===== config.mk =====
export PLATFORM = sky130hd
export DESIGN_NAME = tga_outq
export DESIGN_NICKNAME = d
export VERILOG_FILES = /design/src/design/tga_pkg.sv /design/src/design/tga_outq.sv
export SDC_FILE = /design/constraint.sdc
export NUM_CORES = 1
export LEC_CHECK = 0
export ABC_CLOCK_PERIOD_IN_PS = 5700
export BUFFER_PORTS_ARGS = -buffer_cell sky130_fd_sc_hd__buf_2
export CAP_MARGIN = 5
export CORE_MARGIN = 8
export CORE_UTILIZATION = 61
export DETAILED_ROUTE_END_ITERATION = 8
export GPL_ROUTABILITY_DRIVEN = 1
export PLACE_DENSITY = 0.83
export SLEW_MARGIN = 20
export SYNTH_ARGS = -nofsm -noshare
export SYNTH_HDL_FRONTEND = slang
export SYNTH_SLANG_ARGS = --single-unit

===== constraint.sdc =====
create_clock -name aclk -period 5.7 [get_ports aclk]
set_input_delay 1.14 -clock aclk [delete_from_list [all_inputs] [get_ports aclk]]
set_output_delay 1.14 -clock aclk [all_outputs]
set_load 0.005 [all_outputs]

===== src/design/tga_pkg.sv =====
// tga_pkg: shared types and constants of the tga image decoder
// used by tga_parser, tga_outq and tga_image_decoder_unit; depends on nothing else
package tga_pkg;

    localparam int MAX_DIM_DEF   = 4096;
    localparam int PAL_DEPTH_DEF = 256;
    localparam int SIZE_W        = 27;
    localparam int HDR_LEN       = 18;
    localparam int MIN_FILE      = 19;
    localparam int Q_DEPTH       = 4;
    localparam int Q_AW          = 2;
    localparam int Q_CW          = 3;
    localparam int MAX_RES       = 2;

    localparam logic [7:0] TYPE_CMAP  = 8'h01;
    localparam logic [7:0] TYPE_TRUE  = 8'h02;
    localparam logic [7:0] TYPE_GREY  = 8'h03;
    localparam logic [7:0] BTYPE_MASK = 8'hF7;
    localparam logic [7:0] ATTR_RSVD  = 8'h10;
    localparam logic [7:0] ALPHA_MASK = 8'h0F;
    localparam logic [7:0] ALPHA_BITS = 8'd8;
    localparam logic [7:0] DEPTH_8    = 8'd8;
    localparam logic [7:0] DEPTH_24   = 8'd24;
    localparam logic [7:0] DEPTH_32   = 8'd32;

    typedef enum logic [1:0] {
        KIND_PIX,
        KIND_REJECT,
        KIND_TRUNC,
        KIND_OVERRUN
    } kind_t;

    typedef struct packed {
        logic [7:0]  red;
        logic [7:0]  green;
        logic [7:0]  blue;
        logic [7:0]  alpha;
        logic [11:0] column;
        logic [11:0] row;
        logic [7:0]  repeat_res;
        kind_t       kind;
        logic        image_has_alpha;
        logic        last;
    } res_t;

    typedef struct packed {
        logic  run_v;
        logic  stat_v;
        kind_t stat_kind;
        logic  stat_ha;
        logic  pal_sel;
        res_t  run;
    } evt_t;

endpackage


===== src/design/tga_outq.sv =====
// tga_outq: palette color select and the result queue in front of the m_ port
// depends on tga_pkg; takes the event register of tga_parser and the palette ram data
module tga_outq (
    input  logic                   aclk,
    input  logic                   aresetn,
    input  tga_pkg::evt_t          evt,
    input  logic [31:0]            pal_rdata,
    input  logic                   pal_hit,
    input  logic                   m_ready,
    output logic                   m_valid,
    output tga_pkg::res_t          m_res,
    output logic [tga_pkg::Q_CW-1:0] q_cnt
);
    import tga_pkg::*;

    res_t             q_reg [Q_DEPTH];
    logic [Q_AW-1:0]  wr_ptr_reg, rd_ptr_reg;
    logic [Q_CW-1:0]  cnt_reg, cnt_next;
    res_t             run_item, stat_item;
    logic [31:0]      entry;
    logic [Q_CW-1:0]  n_push;
    logic             pop;

    always_comb begin
        entry    = pal_hit ? pal_rdata : 32'h0;
        run_item = evt.run;
        if (evt.pal_sel) begin
            run_item.red   = entry[31:24];
            run_item.green = entry[23:16];
            run_item.blue  = entry[15:8];
            run_item.alpha = entry[7:0];
        end
        stat_item                 = '0;
        stat_item.kind            = evt.stat_kind;
        stat_item.image_has_alpha = evt.stat_ha;
        stat_item.last            = 1'b1;
        n_push   = Q_CW'(evt.run_v) + Q_CW'(evt.stat_v);
        pop      = m_valid && m_ready;
        cnt_next = cnt_reg + n_push - Q_CW'(pop);
    end

    always_ff @(posedge aclk) begin
        if (!aresetn) begin
            wr_ptr_reg <= '0;
            rd_ptr_reg <= '0;
            cnt_reg    <= '0;
        end else begin
            wr_ptr_reg <= wr_ptr_reg + Q_AW'(n_push);
            rd_ptr_reg <= rd_ptr_reg + Q_AW'(pop);
            cnt_reg    <= cnt_next;
        end
        if (evt.run_v) begin
            q_reg[wr_ptr_reg] <= run_item;
        end
        if (evt.stat_v) begin
            q_reg[wr_ptr_reg + Q_AW'(evt.run_v)] <= stat_item;
        end
    end

    assign m_valid = cnt_reg != '0;
    assign m_res   = q_reg[rd_ptr_reg];
    assign q_cnt   = cnt_reg;

`ifndef SYNTH
    a_cnt_bound: assert property (@(posedge aclk) disable iff (!aresetn)
        cnt_reg <= Q_CW'(Q_DEPTH))
        else $error("result queue count out of range");
    a_no_overflow: assert property (@(posedge aclk) disable iff (!aresetn)
        (4'(cnt_reg) + 4'(evt.run_v) + 4'(evt.stat_v)) <= 4'(Q_DEPTH))
        else $error("result queue overflow");
    a_status_shape: assert property (@(posedge aclk) disable iff (!aresetn)
        (m_valid && m_res.kind != KIND_PIX) |-> (m_res.last && m_res.repeat_res == 8'd0))
        else $error("status request without last or with a repeat count");
`endif

endmodule


After elaboration in Yosys (flattened, before gate mapping) --
Memory sizes are Yosys's and may differ from the RTL's. A register that Yosys moved wholly into a read port is not among the register bits. Cells that the tools add are included.
Word-level totals: bits in registers 7, memory bits (writable) 272, output and inout bits 72, memories kept 1
Memories:
- q_reg | depth 4, bits a word 68, read ports 1, clocked after memory_dff 1, write ports 2, line tga_outq.sv:16 | res_t q_reg [Q_DEPTH];
Operators by class: add/sub/neg operators 6, multiplexer cells 7, reduce and logical (&&, ||, !) cells 2
Operators by type and width (number):
- 2-to-1 mux 32 bit | 2
- adder 2 x 1 -> 2 bit | 2
- 2-to-1 mux 1 bit | 4
- adder 3 x 2 -> 3 bit | 1
- nonzero test 3 bit | 1
- subtractor 3 x 1 -> 3 bit | 1
- adder 1 x 1 -> 2 bit | 1
- adder 2 bit | 1
- 2-to-1 mux 2 bit | 1
- logical AND 1 bit | 1

Longest topological paths before layout --
word-level depth 4, mapped depth 10, gate-level depth less buffers 10

Worst setup path after synthesis --
Ideal clock, no wire load.
path kind input port to flip-flop, start point input evt[72] in the netlist's numbering, end point register cnt_reg[2], in the netlist q_cnt[2], arrival 2.767 ns, required time 5.585 ns, setup slack 2.818 ns, stages on the path 10, buffers on the path 0, cell sequence ha_1 > inv_1 > ha_1 > inv_1 > ha_1 > inv_1 > fa_1 > xor2_1 > xnor2_1 > and2_1
Between the ends: longest elaborated chain between the ends 3
Ends and longest elaborated chain:
- start, declared | line tga_outq.sv:6 | input tga_pkg::evt_t evt,
- adder 1 x 1 -> 2 bit | line tga_outq.sv:37 | n_push = Q_CW'(evt.run_v) + Q_CW'(evt.stat_v);
- adder 3 x 2 -> 3 bit | line tga_outq.sv:39 | cnt_next = cnt_reg + n_push - Q_CW'(pop);
- subtractor 3 x 1 -> 3 bit | line tga_outq.sv:39
- end signal, assigned | line tga_outq.sv:50 | cnt_reg <= cnt_next;
- end, declared | line tga_outq.sv:18 | logic [Q_CW-1:0] cnt_reg, cnt_next;
No other way between the ends. A chain may end at the register's enable or synchronous reset.

==> impl_metrics.yaml <==
routing:
  drt-initial-drc-count: 1002
  vias: 10100
  wirelength_mm: 32.0
  wire_per_inst_um: 19.3
  drt-pass1-iter-count: 6
  antenna_left: 0
  drcViolationCount: 0
  vias_per_cell: 6.13
pwr:
  vdd_ir_drop_max_mv: 0.297
  seqPwrFrac_pct: 44.5
  p_sw_share_pct: 32.0
  power.total_mw: 7.30
  power.share.combinational_pct: 29.7
  p_per_area_nw_per_um2: 534
  clockPowerShare_pct: 25.8
  internal_power_mw: 4.96
  leakage_nw: 5.36
  switchingPower_mw: 2.34
floorplanning:
  dieArea_um2: 24000
  die_w_um: 155
  num_io_pins: 182
  core_area_um2: 19200
  start_util_pct: 61.3
  placementRows: 51
  chipHeight_um: 155
synthesis:
  synth-warning-count: 0
  yosysUniqueCellTypes: 33
  synth.net_count: 1382
  synthMuxAreaShare_pct: 13.5
  synthArstFlopShare_pct: 0
  netlist_top_cells_area: "dfxtp_1 45%, mux4_2 13%, a21oi_1 12%"
  synth-edff-count: 12
  ys.flop_type: "dfxtp_1"
  yosysSeqAreaShare_pct: 48.5
  yosys.area_share.adder_pct: 0.914
  synth_top_area_share_pct: 45.4
  ys_ff_latch: 279
  synth_top_family_by_area: "compound AO/OA/AOI/OAI gates"
  syn_area_um2: 11800
  synth_xor_area_share_pct: 0.648
  synth-simple-area-share_pct: 11.8
  synth_cells: 1264
  yosysTopAreaCell: "dfxtp_1"
  syn_avg_cell_area_um2: 9.31
  synth_compound_area_share_pct: 19.9
critical_path:
  worstRegToRegCells: 6
  crit_chain: "buf_4 -> mux4_2 -> buf_2"
  critPathLaunchType: "register"
  critPathMaxStageDelay_ps: 980
  cp_top_family: "flip-flops"
  reg2reg_from: "wr_ptr_reg[0]"
  path_depth: 3
  cp_slowest_cell: "dfxtp_4"
  worstPathArrival_ps: 2760
  crit_start: "rd_ptr_reg[1]"
  path_buf_inv: 2
  path_class: "reg -> out"
  required_ps: 4560
  end_kind: "primary output"
  critPathMaxFanout: 51
clocking:
  clkSinkCount: 279
  cts_tree: "built"
  cts_buffers: 28
  clk_pin_slew_worst_paths_ps: 60
  post-cts-setup-buffers: 0
  clockRootBuffer: "clkbuf_16"
  insertion_delay_ps: 530
  htree_num_levels: 1
  postCtsHoldBufs: 0
  ctsLongestPathBuffers: 3
  ctsResizeCount: 0
layout:
  finalInstanceArea_um2: 13700
  area_growth_pct: 16.1
  drive_gt1_share_pct: 23.8
  largest_reg_flops: 272
  final_nets: 1485
  final_cell_mix: "287 x a21oi_1, 268 x nand2_1, 265 x dfxtp_1"
  layout_commonest_cell: "a21oi_1"
global_route:
  grt_max_degree: 101
  grt_first_pass_wirelength_mm: 51.7
  grt_use_total_pct: 26.1
  grt_util_met1_pct: 32.5
  use_met3_pct: 4.36
  grt_antenna_before_repair: 2
  grt.overflow.total: 0
  grt_pass1_vias: 10400
  grt_use_met2_pct: 44.5
  grt_busiest_layer: "met2"
timing:
  fin_crit_ps: 3900
  finalHoldViolCount: 0
  worstMarginPinSlew_ps: 1100
  setup_violations: 0
  final.period_utilization_pct: 68.4
  fmax_mhz: 257
  rsz0062_at_grt: "false"
  finalClockSkew_ps: 9.35
  fin_tns_setup_ps: 0
  maxSlewHeadroom_pct: 26.8
  slew_violations: 0
min_path:
  min-delay-path-class: "reg -> reg"
  hold_path_startpoint: "q_reg[3][14]"
  hold_depth: 2
placement:
  place_area_um2: 12700
  dp_hpwl_mm: 19.1
  place_congestion: 0.752
  io_buffers: 181
flow_run:
  maxCapViolations: 0
outcome:
  status: "completed"
[worst paths after layout]
check / endpoint / slack, ps
worst max-delay path: m_res[34] / 1800
worst min-delay path: q_reg[3][14] / 450
worst max register to register: q_reg[1][34] / 2610
worst min register to register: q_reg[3][14] / 450
[power by group through the flow]
stage / sequential [mW] / combinational, mW / clock [mW]
2_1_floorplan: 3.01 / 1.62 / 0
3_3_place_gp: 3.22 / 2.07 / 0
3_5_place_dp: 3.26 / 2.15 / 0
4_1_cts: 3.23 / 2.17 / 1.90
5_1_grt: 3.33 / 2.39 / 1.99
6_report: 3.25 / 2.17 / 1.88
[cell type report]
cell class                      count  area [um^2]
Timing Repair Buffer              197         1050
Multi-Input combinational cell    853         5580
Clock inverter                     12          113
Inverter                            8         30.0
Sequential cell                   279         5710
Antenna cell                        2         5.00
Clock buffer                       39          853
Fill cell                        1384         5540
Tap cell                          265          332
[per-layer routing]
metal,routed length (um),part of all wire [%]
met5,0,0
met4,889,2.8
met3,2840,8.9
met2,15800,49
met1,12500,39
[Yosys cell counts, types with 3 or more instances]
cell / n
a21oi_1: 287
nor2b_1: 33
mux4_2: 68
buf_2: 48
mux2i_1: 6
clkbuf_1: 59
nand2_1: 269
ha_1: 7
nor2_1: 6
edfxtp_1: 12
buf_1: 16
xnor2_1: 3
o21ai_0: 8
o211ai_1: 6
nand3_1: 5
and2_1: 8
inv_1: 8
o22ai_1: 130
dfxtp_1: 267
[metrics by stage]
step | worst slack [ps] | std cells | hold WS [ps] | utilization, %
6_report | 1800 | 1655 | 454 | 71.2
5_1_grt | 1670 | 1655 | 470 | 71.2
3_3_place_gp | 2020 | 1601 | 439 | 65.9
2_1_floorplan | 2820 | 1264 | 433 | -
3_5_place_dp | 1970 | 1601 | 446 | 65.9
4_1_cts | 1790 | 1652 | 454 | 71.0
[worst min-delay path, cell delays in order (launching register included)]
cell     delay (ps)
dfxtp_1         310
nand2_1          50
a21oi_1          50
[cell families after synthesis]
| group | count (synthesis) |
|---|---|
| AO/OA/AOI/OAI | 432 |
| AND/OR/NAND/NOR | 332 |
| flip-flops | 279 |
| buffers and inverters | 132 |
| multiplexers | 74 |
| adder cells (fa/ha/maj) | 8 |
| XOR/XNOR | 7 |
(Power assumes the default switching activity.)
