`src/design/tga_pkg.sv`:
```
// tga_pkg: shared types and constants of the tga image decoder
// used by tga_parser, tga_outq and tga_image_decoder_unit; depends on nothing else
package tga_pkg;

    localparam int MAX_DIM_DEF   = 4096;
    localparam int PAL_DEPTH_DEF = 256;
    localparam int SIZE_W        = 27;
    localparam int HDR_LEN       = 18;
    localparam int MIN_FILE      = 19;
    localparam int Q_DEPTH       = 4;
    localparam int Q_AW          = 2;
    localparam int Q_CW          = 3;
    localparam int MAX_RES       = 2;

    localparam logic [7:0] TYPE_CMAP  = 8'h01;
    localparam logic [7:0] TYPE_TRUE  = 8'h02;
    localparam logic [7:0] TYPE_GREY  = 8'h03;
    localparam logic [7:0] BTYPE_MASK = 8'hF7;
    localparam logic [7:0] ATTR_RSVD  = 8'h10;
    localparam logic [7:0] ALPHA_MASK = 8'h0F;
    localparam logic [7:0] ALPHA_BITS = 8'd8;
    localparam logic [7:0] DEPTH_8    = 8'd8;
    localparam logic [7:0] DEPTH_24   = 8'd24;
    localparam logic [7:0] DEPTH_32   = 8'd32;

    typedef enum logic [1:0] {
        KIND_PIX,
        KIND_REJECT,
        KIND_TRUNC,
        KIND_OVERRUN
    } kind_t;

    typedef struct packed {
        logic [7:0]  red;
        logic [7:0]  green;
        logic [7:0]  blue;
        logic [7:0]  alpha;
        logic [11:0] column;
        logic [11:0] row;
        logic [7:0]  repeat_res;
        kind_t       kind;
        logic        image_has_alpha;
        logic        last;
    } res_t;

    typedef struct packed {
        logic  run_v;
        logic  stat_v;
        kind_t stat_kind;
        logic  stat_ha;
        logic  pal_sel;
        res_t  run;
    } evt_t;

endpackage

```
`src/design/tga_parser.sv`:
```
// tga_parser: byte parser, header check, packet decode and palette write control
// depends on tga_pkg; drives the palette ram and the event register read by tga_outq
module tga_parser #(
    parameter int MAX_DIM       = tga_pkg::MAX_DIM_DEF,
    parameter int PALETTE_DEPTH = tga_pkg::PAL_DEPTH_DEF,
    localparam int PAL_AW = $clog2(PALETTE_DEPTH)
) (
    input  logic                         aclk,
    input  logic                         aresetn,
    input  logic                         accept,
    input  logic [7:0]                   data_byte,
    input  logic                         first_of_file,
    input  logic                         cfg_wr_en,
    input  logic [tga_pkg::SIZE_W-1:0]   cfg_wr_data,
    output tga_pkg::evt_t                evt_q,
    output logic                         pal_we,
    output logic [PAL_AW-1:0]            pal_waddr,
    output logic [31:0]                  pal_wdata,
    output logic                         pal_re,
    output logic [PAL_AW-1:0]            pal_raddr,
    output logic                         pal_hit_q
);
    import tga_pkg::*;

    localparam int DIM_W  = $clog2(MAX_DIM + 1);
    localparam int CS_W   = ((DIM_W > 8) ? DIM_W : 8) + 1;
    localparam int NEED_W = 2 * DIM_W + 2;
    localparam int SUM_W  = ((NEED_W > SIZE_W) ? NEED_W : SIZE_W) + 1;
    localparam int PIDX_W = PAL_AW + 1;

    typedef enum logic [2:0] {
        PH_HEADER,
        PH_COMMENT,
        PH_CMAP,
        PH_PLAIN,
        PH_PKTHDR,
        PH_PKTDATA,
        PH_DONE
    } phase_t;

    phase_t              phase_reg, ph_c, ph_n;
    logic [SIZE_W-1:0]   byte_count_reg, bc_c, bc_n, bc_out;
    logic [SIZE_W-1:0]   file_size_reg;
    logic [DIM_W-1:0]    col_reg, col_c, col_n;
    logic [DIM_W-1:0]    row_reg, row_c, row_n;
    logic [7:0]          pleft_reg, pleft_c, pleft_n;
    logic                prun_reg, prun_c, prun_n;
    logic [23:0]         pbytes_reg, pbytes_c, pbytes_n;
    logic [1:0]          pbi_reg, pbi_c, pbi_n;
    logic [PIDX_W-1:0]   pidx_reg, pidx_c, pidx_n;
    logic [7:0]          hdr_reg [HDR_LEN];
    logic [7:0]          hn [HDR_LEN];
    logic [NEED_W-1:0]   need_reg, need_calc;
    logic [2*DIM_W-1:0]  wh_mul;
    logic [DIM_W-1:0]    w_r, h_r;
    logic [2:0]          pl16;
    logic                pal_vld_reg [PALETTE_DEPTH];
    logic                pal_hit_reg;
    evt_t                evt_reg, ev;

    logic [7:0]          btype, attr, ps, cmesz;
    logic [15:0]         w16, h16, cmlen, cmfirst;
    logic [DIM_W-1:0]    w_d, h_d;
    logic                rle, alpha8, hdr_ok;
    logic [2:0]          pl, tb_len;
    logic [31:0]         tb_full, tb_shift;
    logic                tb_done;
    logic                hdr_we, pal_we_c, do_eb, do_put, stat_c;
    kind_t               stat_k;
    logic [31:0]         put_full;
    logic [7:0]          put_rep;
    logic [7:0]          cnt8;
    logic [9:0]          need_p;
    logic [CS_W-1:0]     col_sum;
    logic [DIM_W-1:0]    row_x;
    logic [7:0]          pa;

    // multiply width by height ahead of the last header byte
    always_comb begin
        w_r  = DIM_W'({hdr_reg[13], hdr_reg[12]});
        h_r  = DIM_W'({hdr_reg[15], hdr_reg[14]});
        wh_mul = w_r * h_r;
        if ((hdr_reg[2] & BTYPE_MASK) == TYPE_TRUE) begin
            pl16 = (data_byte == DEPTH_32) ? 3'd4 : 3'd3;
        end else begin
            pl16 = 3'd1;
        end
        unique case (pl16)
            3'd4:    need_calc = NEED_W'({wh_mul, 2'b00});
            3'd3:    need_calc = NEED_W'(wh_mul) + NEED_W'({wh_mul, 1'b0});
            default: need_calc = NEED_W'(wh_mul);
        endcase
    end

    always_comb begin
        ph_c     = first_of_file ? PH_HEADER : phase_reg;
        bc_c     = first_of_file ? '0 : byte_count_reg;
        col_c    = first_of_file ? '0 : col_reg;
        row_c    = first_of_file ? '0 : row_reg;
        pleft_c  = first_of_file ? '0 : pleft_reg;
        prun_c   = first_of_file ? 1'b0 : prun_reg;
        pbytes_c = first_of_file ? '0 : pbytes_reg;
        pbi_c    = first_of_file ? '0 : pbi_reg;
        pidx_c   = first_of_file ? '0 : pidx_reg;
        bc_n     = bc_c + 1'b1;

        for (int i = 0; i < HDR_LEN; i++) begin
            hn[i] = (ph_c == PH_HEADER && bc_c == SIZE_W'(i)) ? data_byte : hdr_reg[i];
        end

        btype   = hn[2] & BTYPE_MASK;
        rle     = hn[2][3];
        cmfirst = {hn[4], hn[3]};
        cmlen   = {hn[6], hn[5]};
        cmesz   = hn[7];
        w16     = {hn[13], hn[12]};
        h16     = {hn[15], hn[14]};
        ps      = hn[16];
        attr    = hn[17];
        alpha8  = (attr & ALPHA_MASK) == ALPHA_BITS;
        w_d     = DIM_W'(w16);
        h_d     = DIM_W'(h16);
        if (btype == TYPE_TRUE) begin
            pl = (ps == DEPTH_32) ? 3'd4 : 3'd3;
        end else begin
            pl = 3'd1;
        end

        hdr_ok = 1'b1;
        if (w16 == 16'd0 || w16 > 16'(MAX_DIM) || h16 == 16'd0 || h16 > 16'(MAX_DIM)) begin
            hdr_ok = 1'b0;
        end
        if (hn[1] != 8'd0) begin
            if (cmlen > 16'(PALETTE_DEPTH) || cmfirst != 16'd0) hdr_ok = 1'b0;
            if (cmesz != DEPTH_24 && cmesz != DEPTH_32) hdr_ok = 1'b0;
        end
        if (btype == TYPE_TRUE) begin
            if (ps != DEPTH_24 && ps != DEPTH_32) hdr_ok = 1'b0;
        end else if (btype == TYPE_CMAP || btype == TYPE_GREY) begin
            if (ps != DEPTH_8) hdr_ok = 1'b0;
        end else begin
            hdr_ok = 1'b0;
        end
        if ((attr & ATTR_RSVD) != 8'd0) hdr_ok = 1'b0;
        if ((attr & ALPHA_MASK) != 8'd0 && !alpha8) hdr_ok = 1'b0;

        tb_len   = (ph_c == PH_CMAP) ? ((cmesz == DEPTH_32) ? 3'd4 : 3'd3) : pl;
        tb_shift = 32'(data_byte) << {pbi_c, 3'b000};
        tb_full  = {8'h00, pbytes_c} | tb_shift;
        tb_done  = ({1'b0, pbi_c} + 3'd1) >= tb_len;

        cnt8 = {1'b0, data_byte[6:0]} + 8'd1;
        if (data_byte[7]) begin
            need_p = 10'(pl);
        end else begin
            unique case (pl)
                3'd4:    need_p = {cnt8, 2'b00};
                3'd3:    need_p = 10'(cnt8) + {1'b0, cnt8, 1'b0};
                default: need_p = 10'(cnt8);
            endcase
        end

        ph_n     = ph_c;
        bc_out   = bc_c;
        col_n    = col_c;
        row_n    = row_c;
        pleft_n  = pleft_c;
        prun_n   = prun_c;
        pbytes_n = pbytes_c;
        pbi_n    = pbi_c;
        pidx_n   = pidx_c;
        ev       = '0;
        hdr_we   = 1'b0;
        pal_we_c = 1'b0;
        do_eb    = 1'b0;
        do_put   = 1'b0;
        stat_c   = 1'b0;
        stat_k   = KIND_PIX;
        put_full = tb_full;
        put_rep  = 8'd1;
        col_sum  = '0;
        row_x    = '0;
        pa       = 8'hFF;

        if (ph_c == PH_DONE) begin
            ph_n = PH_DONE;
        end else if (ph_c == PH_HEADER && bc_c == '0 && file_size_reg < SIZE_W'(MIN_FILE)) begin
            stat_c = 1'b1;
            stat_k = KIND_REJECT;
        end else begin
            bc_out = bc_n;
            if (ph_c == PH_CMAP || ph_c == PH_PLAIN || ph_c == PH_PKTDATA) begin
                if (tb_done) begin
                    pbytes_n = '0;
                    pbi_n    = '0;
                end else begin
                    pbytes_n = tb_full[23:0];
                    pbi_n    = pbi_c + 2'd1;
                end
            end
            unique case (ph_c)
                PH_HEADER: begin
                    hdr_we = bc_c < SIZE_W'(HDR_LEN);
                    if (bc_n >= SIZE_W'(HDR_LEN)) begin
                        if (!hdr_ok) begin
                            stat_c = 1'b1;
                            stat_k = KIND_REJECT;
                        end else begin
                            do_eb = 1'b1;
                        end
                    end
                end
                PH_COMMENT: begin
                    do_eb = 1'b1;
                end
                PH_CMAP: begin
                    if (tb_done) begin
                        pal_we_c = 1'b1;
                        pidx_n   = pidx_c + 1'b1;
                        do_eb    = 1'b1;
                    end
                end
                PH_PLAIN: begin
                    do_put = tb_done;
                end
                PH_PKTHDR: begin
                    if (SUM_W'(bc_n) + SUM_W'(need_p) > SUM_W'(file_size_reg)) begin
                        stat_c = 1'b1;
                        stat_k = KIND_TRUNC;
                    end else if (CS_W'(col_c) + CS_W'(cnt8) > CS_W'(w_d)) begin
                        stat_c = 1'b1;
                        stat_k = KIND_OVERRUN;
                    end else begin
                        prun_n   = data_byte[7];
                        pleft_n  = cnt8;
                        pbytes_n = '0;
                        pbi_n    = '0;
                        ph_n     = PH_PKTDATA;
                    end
                end
                PH_PKTDATA: begin
                    if (tb_done) begin
                        do_put = 1'b1;
                        if (prun_c) begin
                            put_rep = pleft_c;
                            pleft_n = '0;
                            ph_n    = PH_PKTHDR;
                        end else begin
                            pleft_n = (pleft_c != 8'd0) ? pleft_c - 8'd1 : 8'd0;
                            if (pleft_n == 8'd0) ph_n = PH_PKTHDR;
                        end
                    end
                end
                default: begin
                    ph_n = PH_DONE;
                end
            endcase
        end

        if (do_eb) begin
            if (bc_n < SIZE_W'(HDR_LEN) + SIZE_W'(hn[0])) begin
                ph_n = PH_COMMENT;
            end else if (hn[1] != 8'd0 && 16'(pidx_n) < cmlen) begin
                ph_n = PH_CMAP;
            end else begin
                pbytes_n = '0;
                pbi_n    = '0;
                if (rle) begin
                    ph_n = PH_PKTHDR;
                end else begin
                    ph_n = PH_PLAIN;
                    if (SUM_W'(bc_n) + SUM_W'(need_reg) > SUM_W'(file_size_reg)) begin
                        stat_c = 1'b1;
                        stat_k = KIND_TRUNC;
                    end
                end
            end
        end

        if (do_put) begin
            ev.run_v   = 1'b1;
            ev.pal_sel = 1'b0;
            if (btype == TYPE_TRUE) begin
                ev.run.blue  = put_full[7:0];
                ev.run.green = put_full[15:8];
                ev.run.red   = put_full[23:16];
                ev.run.alpha = (pl == 3'd4 && alpha8) ? put_full[31:24] : 8'hFF;
            end else if (btype == TYPE_GREY) begin
                ev.run.red   = put_full[7:0];
                ev.run.green = put_full[7:0];
                ev.run.blue  = put_full[7:0];
                ev.run.alpha = 8'hFF;
            end else begin
                ev.pal_sel = 1'b1;
            end
            row_x = attr[5] ? row_c : h_d - DIM_W'(1) - row_c;
            ev.run.column          = 12'(col_c);
            ev.run.row             = 12'(row_x);
            ev.run.repeat_res      = put_rep;
            ev.run.kind            = KIND_PIX;
            ev.run.image_has_alpha = alpha8;
            col_sum = CS_W'(col_c) + CS_W'(put_rep);
            if (col_sum >= CS_W'(w_d)) begin
                col_n = '0;
                row_n = row_c + 1'b1;
                if ((DIM_W + 1)'(row_c) + 1'b1 >= (DIM_W + 1)'(h_d)) begin
                    ev.run.last = 1'b1;
                    ph_n        = PH_DONE;
                end
            end else begin
                col_n = DIM_W'(col_sum);
            end
        end

        if (!stat_c && ph_n != PH_DONE && bc_n >= file_size_reg) begin
            stat_c = 1'b1;
            stat_k = KIND_TRUNC;
        end
        ev.stat_ha = (ph_n != PH_HEADER) && alpha8;
        if (stat_c) begin
            ev.stat_v    = 1'b1;
            ev.stat_kind = stat_k;
            ph_n         = PH_DONE;
        end

        pa = (tb_len == 3'd4) ? tb_full[31:24] : 8'hFF;
    end

    always_ff @(posedge aclk) begin
        if (!aresetn) begin
            phase_reg      <= PH_HEADER;
            byte_count_reg <= '0;
            file_size_reg  <= '0;
            col_reg        <= '0;
            row_reg        <= '0;
            pleft_reg      <= '0;
            prun_reg       <= 1'b0;
            pbytes_reg     <= '0;
            pbi_reg        <= '0;
            pidx_reg       <= '0;
            evt_reg        <= '0;
            pal_hit_reg    <= 1'b0;
            for (int i = 0; i < PALETTE_DEPTH; i++) begin
                pal_vld_reg[i] <= 1'b0;
            end
        end else begin
            if (cfg_wr_en) begin
                file_size_reg <= cfg_wr_data;
            end
            evt_reg <= accept ? ev : '0;
            if (accept) begin
                phase_reg      <= ph_n;
                byte_count_reg <= bc_out;
                col_reg        <= col_n;
                row_reg        <= row_n;
                pleft_reg      <= pleft_n;
                prun_reg       <= prun_n;
                pbytes_reg     <= pbytes_n;
                pbi_reg        <= pbi_n;
                pidx_reg       <= pidx_n;
                pal_hit_reg    <= pal_vld_reg[data_byte[PAL_AW-1:0]];
                if (pal_we_c) begin
                    pal_vld_reg[pidx_c[PAL_AW-1:0]] <= 1'b1;
                end
            end
        end
        if (accept && hdr_we) begin
            hdr_reg[bc_c[4:0]] <= data_byte;
        end
        if (accept && ph_c == PH_HEADER && bc_c == SIZE_W'(16)) begin
            need_reg <= need_calc;
        end
    end

    assign evt_q     = evt_reg;
    assign pal_hit_q = pal_hit_reg;
    assign pal_we    = accept && pal_we_c;
    assign pal_waddr = pidx_c[PAL_AW-1:0];
    assign pal_wdata = {tb_full[23:16], tb_full[15:8], tb_full[7:0], pa};
    assign pal_re    = accept;
    assign pal_raddr = data_byte[PAL_AW-1:0];

`ifndef SYNTH
    a_done_holds: assert property (@(posedge aclk) disable iff (!aresetn)
        (aresetn && phase_reg == PH_DONE && !(accept && first_of_file))
        |=> phase_reg == PH_DONE)
        else $error("finished file left done phase without a new file");
    a_stat_after_run: assert property (@(posedge aclk) disable iff (!aresetn)
        (evt_reg.run_v && evt_reg.stat_v) |-> (evt_reg.stat_kind == KIND_TRUNC))
        else $error("status with a run is not a truncation");
    a_last_alone: assert property (@(posedge aclk) disable iff (!aresetn)
        (evt_reg.run_v && evt_reg.run.last) |-> !evt_reg.stat_v)
        else $error("status after the final pixel");
`endif

endmodule

```
`config.mk`:
```
export PLATFORM = sky130hd
export DESIGN_NAME = tga_parser
export DESIGN_NICKNAME = d
export VERILOG_FILES = /design/src/design/tga_pkg.sv /design/src/design/tga_parser.sv
export SDC_FILE = /design/constraint.sdc
export NUM_CORES = 2
export LEC_CHECK = 0
export BUFFER_PORTS_ARGS = -buffer_cell sky130_fd_sc_hd__buf_4
export CAP_MARGIN = 20
export CORE_ASPECT_RATIO = 1.4
export CORE_MARGIN = 2
export CORE_UTILIZATION = 50
export CTS_CLUSTER_DIAMETER = 120
export DETAILED_ROUTE_END_ITERATION = 8
export HOLD_SLACK_MARGIN = 0.03
export PLACE_DENSITY = 0.79
export RECOVER_POWER = 50
export SLEW_MARGIN = 15
export SYNTH_ARGS = -nofsm -noshare
export SYNTH_HDL_FRONTEND = slang
export SYNTH_SLANG_ARGS = --single-unit
```
`constraint.sdc`:
```
create_clock -name aclk -period 15.1 [get_ports aclk]
set_clock_uncertainty 0.15 [all_clocks]
set_input_delay 0.755 -clock aclk [delete_from_list [all_inputs] [get_ports aclk]]
set_output_delay 0.755 -clock aclk [all_outputs]
set_load 0.01 [all_outputs]
```
---- Word-level counts from Yosys, hierarchy flattened ----
Memories as Yosys holds them, arrays and structs flattened. A register that Yosys moved wholly into a read port is not among the register bits.
Cells that the tools add are included.
cells by class
  add/sub/neg operators ................... 17
  $mul .................................... 1
  divide/modulo/power cells ............... 0
  order comparisons ....................... 15
  eq/ne operators ......................... 38
  shift operators ......................... 1
  mux-type cells .......................... 166
  bitwise logic cells ..................... 5
  reduce and logical (&&, ||, !) cells .... 55
operators with widths
  cell                                                              number
  two-way mux 24 bit                                                11
  two-way mux 8 bit                                                 29
  equality test 27 x 3 -> 1 bit (second input constant)             4
  equality test 27 x 4 -> 1 bit (second input constant)             4
  two-way mux 27 bit                                                3
  two-way mux 13 bit                                                6
  two-way mux 3 bit                                                 23
  two-way mux 32 bit                                                2
  one-hot mux 28 bit (2 select lines)                               1
  two-way mux 1 bit                                                 55
  equality test 27 x 2 -> 1 bit (second input constant)             2
  equality test 27 x 5 -> 1 bit (second input constant)             2
  < comparator 27 x 5 -> 1 bit (second input constant)              2
  two-way mux 9 bit                                                 5
  two-way mux 2 bit                                                 21
  greater-than comparator 16 x 13 -> 1 bit (second input constant)  2
  zero test 16 bit                                                  2
  bitwise OR 24 x 32 -> 32 bit                                      1
  left shift 8 x 5 -> 32 bit                                        1
  adder 27 x 28 -> 29 bit                                           1
  greater-than comparator 29 x 27 -> 1 bit                          1
  adder 13 x 8 -> 14 bit                                            2
  adder 26 x 27 -> 28 bit                                           1
  adder 27 x 10 -> 28 bit                                           1
  58 further kinds                                                  116
word-level totals
  bits in registers ....................... 229
  bits in latches ......................... 0
  bits in writable memories ............... 400
  ROM bits ................................ 0
  bits of input ports ..................... 40
  output and inout port bits .............. 125
  logic and storage cells ................. 327
  memories kept ........................... 2
memories
  memory       words  bits a word  read ports  clocked after Yosys merged registers in  write ports  RTL line          source
  pal_vld_reg  256    1            1           1                                        256          tga_parser.sv:57  logic pal_vld_reg [PALETTE_DEPTH];
  hdr_reg      18     8            14          0                                        1            tga_parser.sv:51  logic [7:0] hdr_reg [HDR_LEN];

---- Logic depth before layout (Yosys ltp) ----
  word-level depth ........................ 33
  mapped depth ............................ 41
  depth with buffers taken out ............ 36

---- Worst setup path after synthesis ----
No wires, ideal clock.
  path type ............................... input-to-reg
  from .................................... in first_of_file
  to ...................................... reg evt_reg, in the netlist evt_q[71]
  setup time .............................. 0.070 ns
  data arrival time ....................... 8.342 ns
  setup slack ............................. 6.538 ns
  stages on the path ...................... 36
  buffers on the path ..................... 4
  cell sequence ........................... buf_2 -> clkbuf_1 -> nor2_1 -> nand2_1 -> or4_1 -> clkbuf_1 -> mux2i_1 -> nand3_1 -> mux2i_1 -> inv_1 -> ha_1 -> nand2_1 -> o21ai_0 -> clkbuf_1 -> nand2_1 -> nor2_1 -> nand3_1 -> fa_1 -> nor2b_1 -> o21ai_0 -> a21boi_0 -> o21ai_0 -> a21boi_0 -> o21ai_0 -> a2111oi_0 -> xnor2_1 -> nor2_1 -> ha_1 -> a2111oi_0 -> nand2_1 -> a211oi_1 -> o22a_1 -> nand3b_1 -> nand3_1 -> or2_2 -> a21oi_1
between the ends
  longest elaborated chain between the ends .. 32
  elaborated cells on any way between the ends .. 191
  those cells by class .................... 10 x add/sub; 13 x order compare; 33 x eq/ne; 96 x mux; 39 x reduce/logical
ends and longest elaborated chain
  element                                                           RTL line           source
  start: declaration                                                tga_parser.sv:12   input logic first_of_file,
  branches (longest 32 deep; another with adder 27 x 10 -> 28 bit)  --
  end signal: assignment                                            tga_parser.sv:350  evt_reg <= accept ? ev : '0;
  end: declaration                                                  tga_parser.sv:59   evt_t evt_reg, ev;
Parallel ways; which one is timed is not known.
A chain may end at the register's enable or synchronous reset.

---- Final worst setup path ----
  from .................................... in first_of_file
  to ...................................... reg row_reg[12]
between the ends
  longest elaborated chain between the ends .. 17
  elaborated cells on any way between the ends .. 53
  those cells by class .................... 3 x add/sub; 2 x order compare; 12 x eq/ne; 27 x mux; 9 x reduce/logical
ends and longest elaborated chain
  element                                                           RTL line                              source
  two-way mux 27 bit or two-way mux 3 bit (tied branches)           tga_parser.sv:97, tga_parser.sv:96
  equality test 27 x 5 -> 1 bit or zero test 3 bit (tied branches)  tga_parser.sv:108, tga_parser.sv:187
  logical AND 1 bit                                                 tga_parser.sv:108                     hn[i] = (ph_c == PH_HEADER && bc_c == SIZE_W'(i)) ? data_byte : hdr_reg[i];
  two-way mux 8 bit                                                 tga_parser.sv:108
  equality test 8 x 6 -> 1 bit                                      tga_parser.sv:124                     pl = (ps == DEPTH_32) ? 3'd4 : 3'd3;
  two-way mux 3 bit                                                 tga_parser.sv:124
  two-way mux 3 bit                                                 tga_parser.sv:123                     if (btype == TYPE_TRUE) begin
  two-way mux 3 bit                                                 tga_parser.sv:147                     tb_len = (ph_c == PH_CMAP) ? ((cmesz == DEPTH_32) ? 3'd4 : 3'd3) : pl;
  >= comparator 3 bit                                               tga_parser.sv:150                     tb_done = ({1'b0, pbi_c} + 3'd1) >= tb_len;
  two-way mux 8 bit                                                 tga_parser.sv:242                     if (tb_done) begin
  two-way mux 8 bit                                                 tga_parser.sv:201                     unique case (ph_c)
  two-way mux 8 bit                                                 tga_parser.sv:187                     end else if (ph_c == PH_HEADER && bc_c == '0 && file_size_reg < SIZE_W'(MIN_FILE)) begin
  two-way mux 8 bit                                                 tga_parser.sv:185                     if (ph_c == PH_DONE) begin
  adder 13 x 8 -> 14 bit                                            tga_parser.sv:302                     col_sum = CS_W'(col_c) + CS_W'(put_rep);
  >= comparator 14 x 13 -> 1 bit                                    tga_parser.sv:303                     if (col_sum >= CS_W'(w_d)) begin
  two-way mux 13 bit                                                tga_parser.sv:303
  two-way mux 13 bit (*)                                            tga_parser.sv:280                     if (do_put) begin
  end signal: assignment                                            tga_parser.sv:355                     row_reg <= row_n;
  end: declaration                                                  tga_parser.sv:45                      logic [DIM_W-1:0] row_reg, row_c, row_n;
Mark *: on every way between the ends. The rest lies on a longest branch, timed or not.

==> out/qor.txt <==
GLOBAL ROUTING
-------------------------------------------------------------------------------------------------
Number of global-route vias before repair                                                   33.0k
Wire length of the first global-routing pass                                           181,000 um
Busiest grt layer                                                                            met2
Total routing resource utilization after global routing                                     0.287
Residual overflow from global routing                                                           0
Global-route met1 utilization                                                               0.320
GR Layer Usage met3                                                                        0.0524
Met2 track demand over resource                                                             0.491
Number of antenna violations at the first check in global routing                               2
Pin count of the biggest net entering global routing                                          105

CLOCK TREE
-------------------------------------------------------------------------------------------------
CTS Buf Count                                                                                  60
Post-CTS repair timing setup buffer count                                                       0
Number of buffers between clock root and the deepest sink                                       3
Root buf cell                                                                        sky130_fd_sc_hd__clkbuf_16
Number of cells upsized or downsized after cts                                                  0
Hold Buf Count CTS                                                                              0
Worst-path clk slew                                                                         60 ps
CTS tree                                                                                     done
Count of H-tree levels built during CTS                                                         2
Clock network latency to the later pin of the worst-skew pair                              670 ps
Total number of clock tree sinks                                                              594

ROUTE
-------------------------------------------------------------------------------------------------
Total vias in the final route                                                               33.2k
Detailed-router iteration count before antenna repair                                           9
DRC Markers                                                                                     0
Wire length per cell                                                                      21.1 um
Via density per instance                                                                     6.03
Routed Wire Length                                                                     116,000 um
Post-route antenna net violation count                                                          0
Number of design-rule violations left by the first detailed-router iteration                2,546

DIE
-------------------------------------------------------------------------------------------------
Initial core utilization                                                                    0.504
Num rows                                                                                      121
Die X-Extent                                                                               240 um
Floorplan die area                                                                     80,600 um2
I/O pins                                                                                      165
Height of the die                                                                          335 um
Core Area                                                                              77,700 um2

WORST HOLD PATH
-------------------------------------------------------------------------------------------------
Hold path cells                                                                                 3
Hold_sp                                                                              cfg_wr_data[0]
Type of the most critical hold path                                                  primary input to flop
Destination of the worst hold path                                                   file_size_reg[0]

CRITICAL PATH
-------------------------------------------------------------------------------------------------
Setup slack of the most critical reg-to-reg path                                          3790 ps
Crit path buf inv count                                                                         4
Gate family responsible for the most delay along the worst path                      buffers and inverters
Data required time at the worst endpoint                                                15,290 ps
Worst reg2reg path depth                                                                       34
Cell with the biggest individual delay on the critical path                          sky130_fd_sc_hd__clkbuf_1
Worst-path maximum fanout                                                                      47
Longest individual stage delay on the worst path                                          1740 ps
Type of the setup path with the least slack                                          primary input to flop
Crit Reg-Reg Endpoint                                                                 row_reg[12]
CP arrival                                                                              12,740 ps
Setup crit end kind                                                                          flop
Beginning of the critical path                                                       first_of_file
Critical Path Source Type                                                            primary input
Start of the worst register-to-register path                                         byte_count_reg[12]

JOB
-------------------------------------------------------------------------------------------------
Max capacitance violation total                                                                19

YOSYS
-------------------------------------------------------------------------------------------------
Number of standard cells after synthesis                                                    4,395
Fraction of the yosys area taken by sequential cells                                        0.339
Number of distinct library cell variants in the gate-level netlist after synthesis             87
Top post-synthesis cells by area                                                     sky130_fd_sc_hd__dfxtp_1 23%, sky130_fd_sc_hd__edfxtp_1 11%, sky130_fd_sc_hd__ha_1 10%, sky130_fd_sc_hd__fa_1 6.5%, sky130_fd_sc_hd__nand2_1 5.8%
Syn. warnings                                                                                   0
Flip-flop and latch count after synthesis                                                     594
Proportion of netlist area held by the largest area contributor                             0.233
Number of enable-type register cells in the synthesized netlist                               138
Biggest area consumer among synthesized cells                                        sky130_fd_sc_hd__dfxtp_1
Post-Syn Area                                                                          39,100 um2
Commonest register cell after synthesis                                              sky130_fd_sc_hd__dfxtp_1
Avg Synthesized Cell Area                                                                8.91 um2
Proportion of register bits with asynchronous set or reset after synthesis                      0

STA
-------------------------------------------------------------------------------------------------
Rel. slew slack                                                                             -2.03
Setup-violating endpoint count in the final report                                              0
Unrepaired setup endpoints after global routing                                                no
Fmax                                                                                     79.7 MHz
Final clock period utilization by the worst path                                            0.831
Clock period minus final worst setup slack                                              12,540 ps
Final count of pins violating max slew                                                        867
Hold violation count in the final report                                                        0
Setup TNS                                                                                    0 ps
Actual transition at the worst max-transition pin                                         4540 ps

LAYOUT
-------------------------------------------------------------------------------------------------
Top library cells by usage in the layout, fill and taps aside                        606 x sky130_fd_sc_hd__nand2_1, 456 x sky130_fd_sc_hd__dfxtp_1, 410 x sky130_fd_sc_hd__o21ai_0
Number of flip-flops in the largest register                                                  256
Synthesis-to-layout area growth                                                             8.90%
Number of diodes                                                                                0
Final #Nets                                                                                 4,901
Layout cells sized above 1                                                                 0.0647
Most common cell after layout, fill and taps aside                                   sky130_fd_sc_hd__nand2_1

OUTCOME
-------------------------------------------------------------------------------------------------
Failing checks                                                                       max-capacitance violations, max-slew violations
Run status                                                                           finished, violations left

PLACE
-------------------------------------------------------------------------------------------------
Buffers added on ports                                                                        162
HPWL reported at the end of detailed placement                                          83,700 um
Final weighted congestion in routability-driven placement                                    1.04

POWER
-------------------------------------------------------------------------------------------------
P_leak                                                                                  0.0172 uW
Total Power                                                                               3460 uW
Power per standard cell area                                                          81.2 nW/um2
Worst vdd ir                                                                               102 uV

[synthesized netlist by cell type, drive strengths merged, types with 23 or more instances]
cell    number
a211oi      33
a21o        52
a21oi      218
a22oi       47
a31oi       23
and2        85
and3        31
buf         49
clkbuf     197
dfxtp      456
edfxtp     138
fa         127
ha         319
inv        282
mux2i       88
mux4        85
nand2      606
nand2b      29
nand3       71
nand4       41
nor2       336
nor2b       68
nor3        63
nor4        45
o21a        60
o21ai      419
xnor2      112
xor2        52
[routing by layer]
metal / part of all wire / wire, um / vias up
met4: 0.080 / 9260 / 4
met2: 0.48 / 56400 / 1459
li1: - / - / 15400
met1: 0.36 / 42100 / 15900
met5: 0.00018 / 21 / -
met3: 0.074 / 8580 / 436
[cell type report]
cell class	count	area, um2
Timing Repair Buffer	203	1030
Sequential cell	594	13300
Fill cell	6929	35000
Tap cell	1045	1310
Inverter	282	1060
Multi-Input combinational cell	3274	23900
Clock inverter	34	437
Clock buffer	78	1660
[worst reg2reg max path, delay by kind of cell (launching register included)]
family / cells / cell delay [ps]
AOI/OAI and AO/OA: 12 / 3550
xor gates and xnor gates: 1 / 180
adders and majority gates: 3 / 1280
buffers and inverters: 3 / 560
DFF: 1 / 410
muxes: 1 / 760
and+or+nand+nor: 14 / 4120
[how the worst max path moves through the flow]
stage	cells past startpoint	to	slack, ps
after floorplan	36	evt_q[71]	6540
after global placement	35	row_reg[0]	4990
after detailed placement	34	row_reg[12]	4660
after CTS	34	row_reg[12]	4520
after global routing	31	row_reg[12]	1820
final	31	row_reg[12]	2560
[where the power goes]
part           total [uW]  switching, uW  internal [uW]
sequential           1640           9.50           1630
combinational         244            162           81.3
clock                1570            671            903
[stage by stage]
stage / util / hold slack (ps) / setup WS (ps) / cell area, um2 / instances
after floorplan: - / 273 / 6540 / 39100 / 4396
after global placement: 0.528 / 282 / 4990 / 41000 / 5398
after detailed placement: 0.528 / 290 / 4660 / 41000 / 5398
after CTS: 0.555 / 210 / 4520 / 43100 / 5510
after global routing: 0.549 / 239 / 1820 / 42600 / 5510
final: 0.549 / 227 / 2560 / 42600 / 5510
[cells by family after synthesis]
| logic type | share of synthesized area |
|---|---|
| AO/OA/AOI/OAI | 0.159 |
| adder cells (fa/ha/maj) | 0.167 |
| flip-flops | 0.339 |
| multiplexers | 0.0731 |
| XOR/XNOR | 0.0367 |
| other | 0.0000958 |
| AND/OR/NAND/NOR | 0.173 |
| buffers and inverters | 0.0522 |
Note: power is estimated with default switching activity, not from simulation.
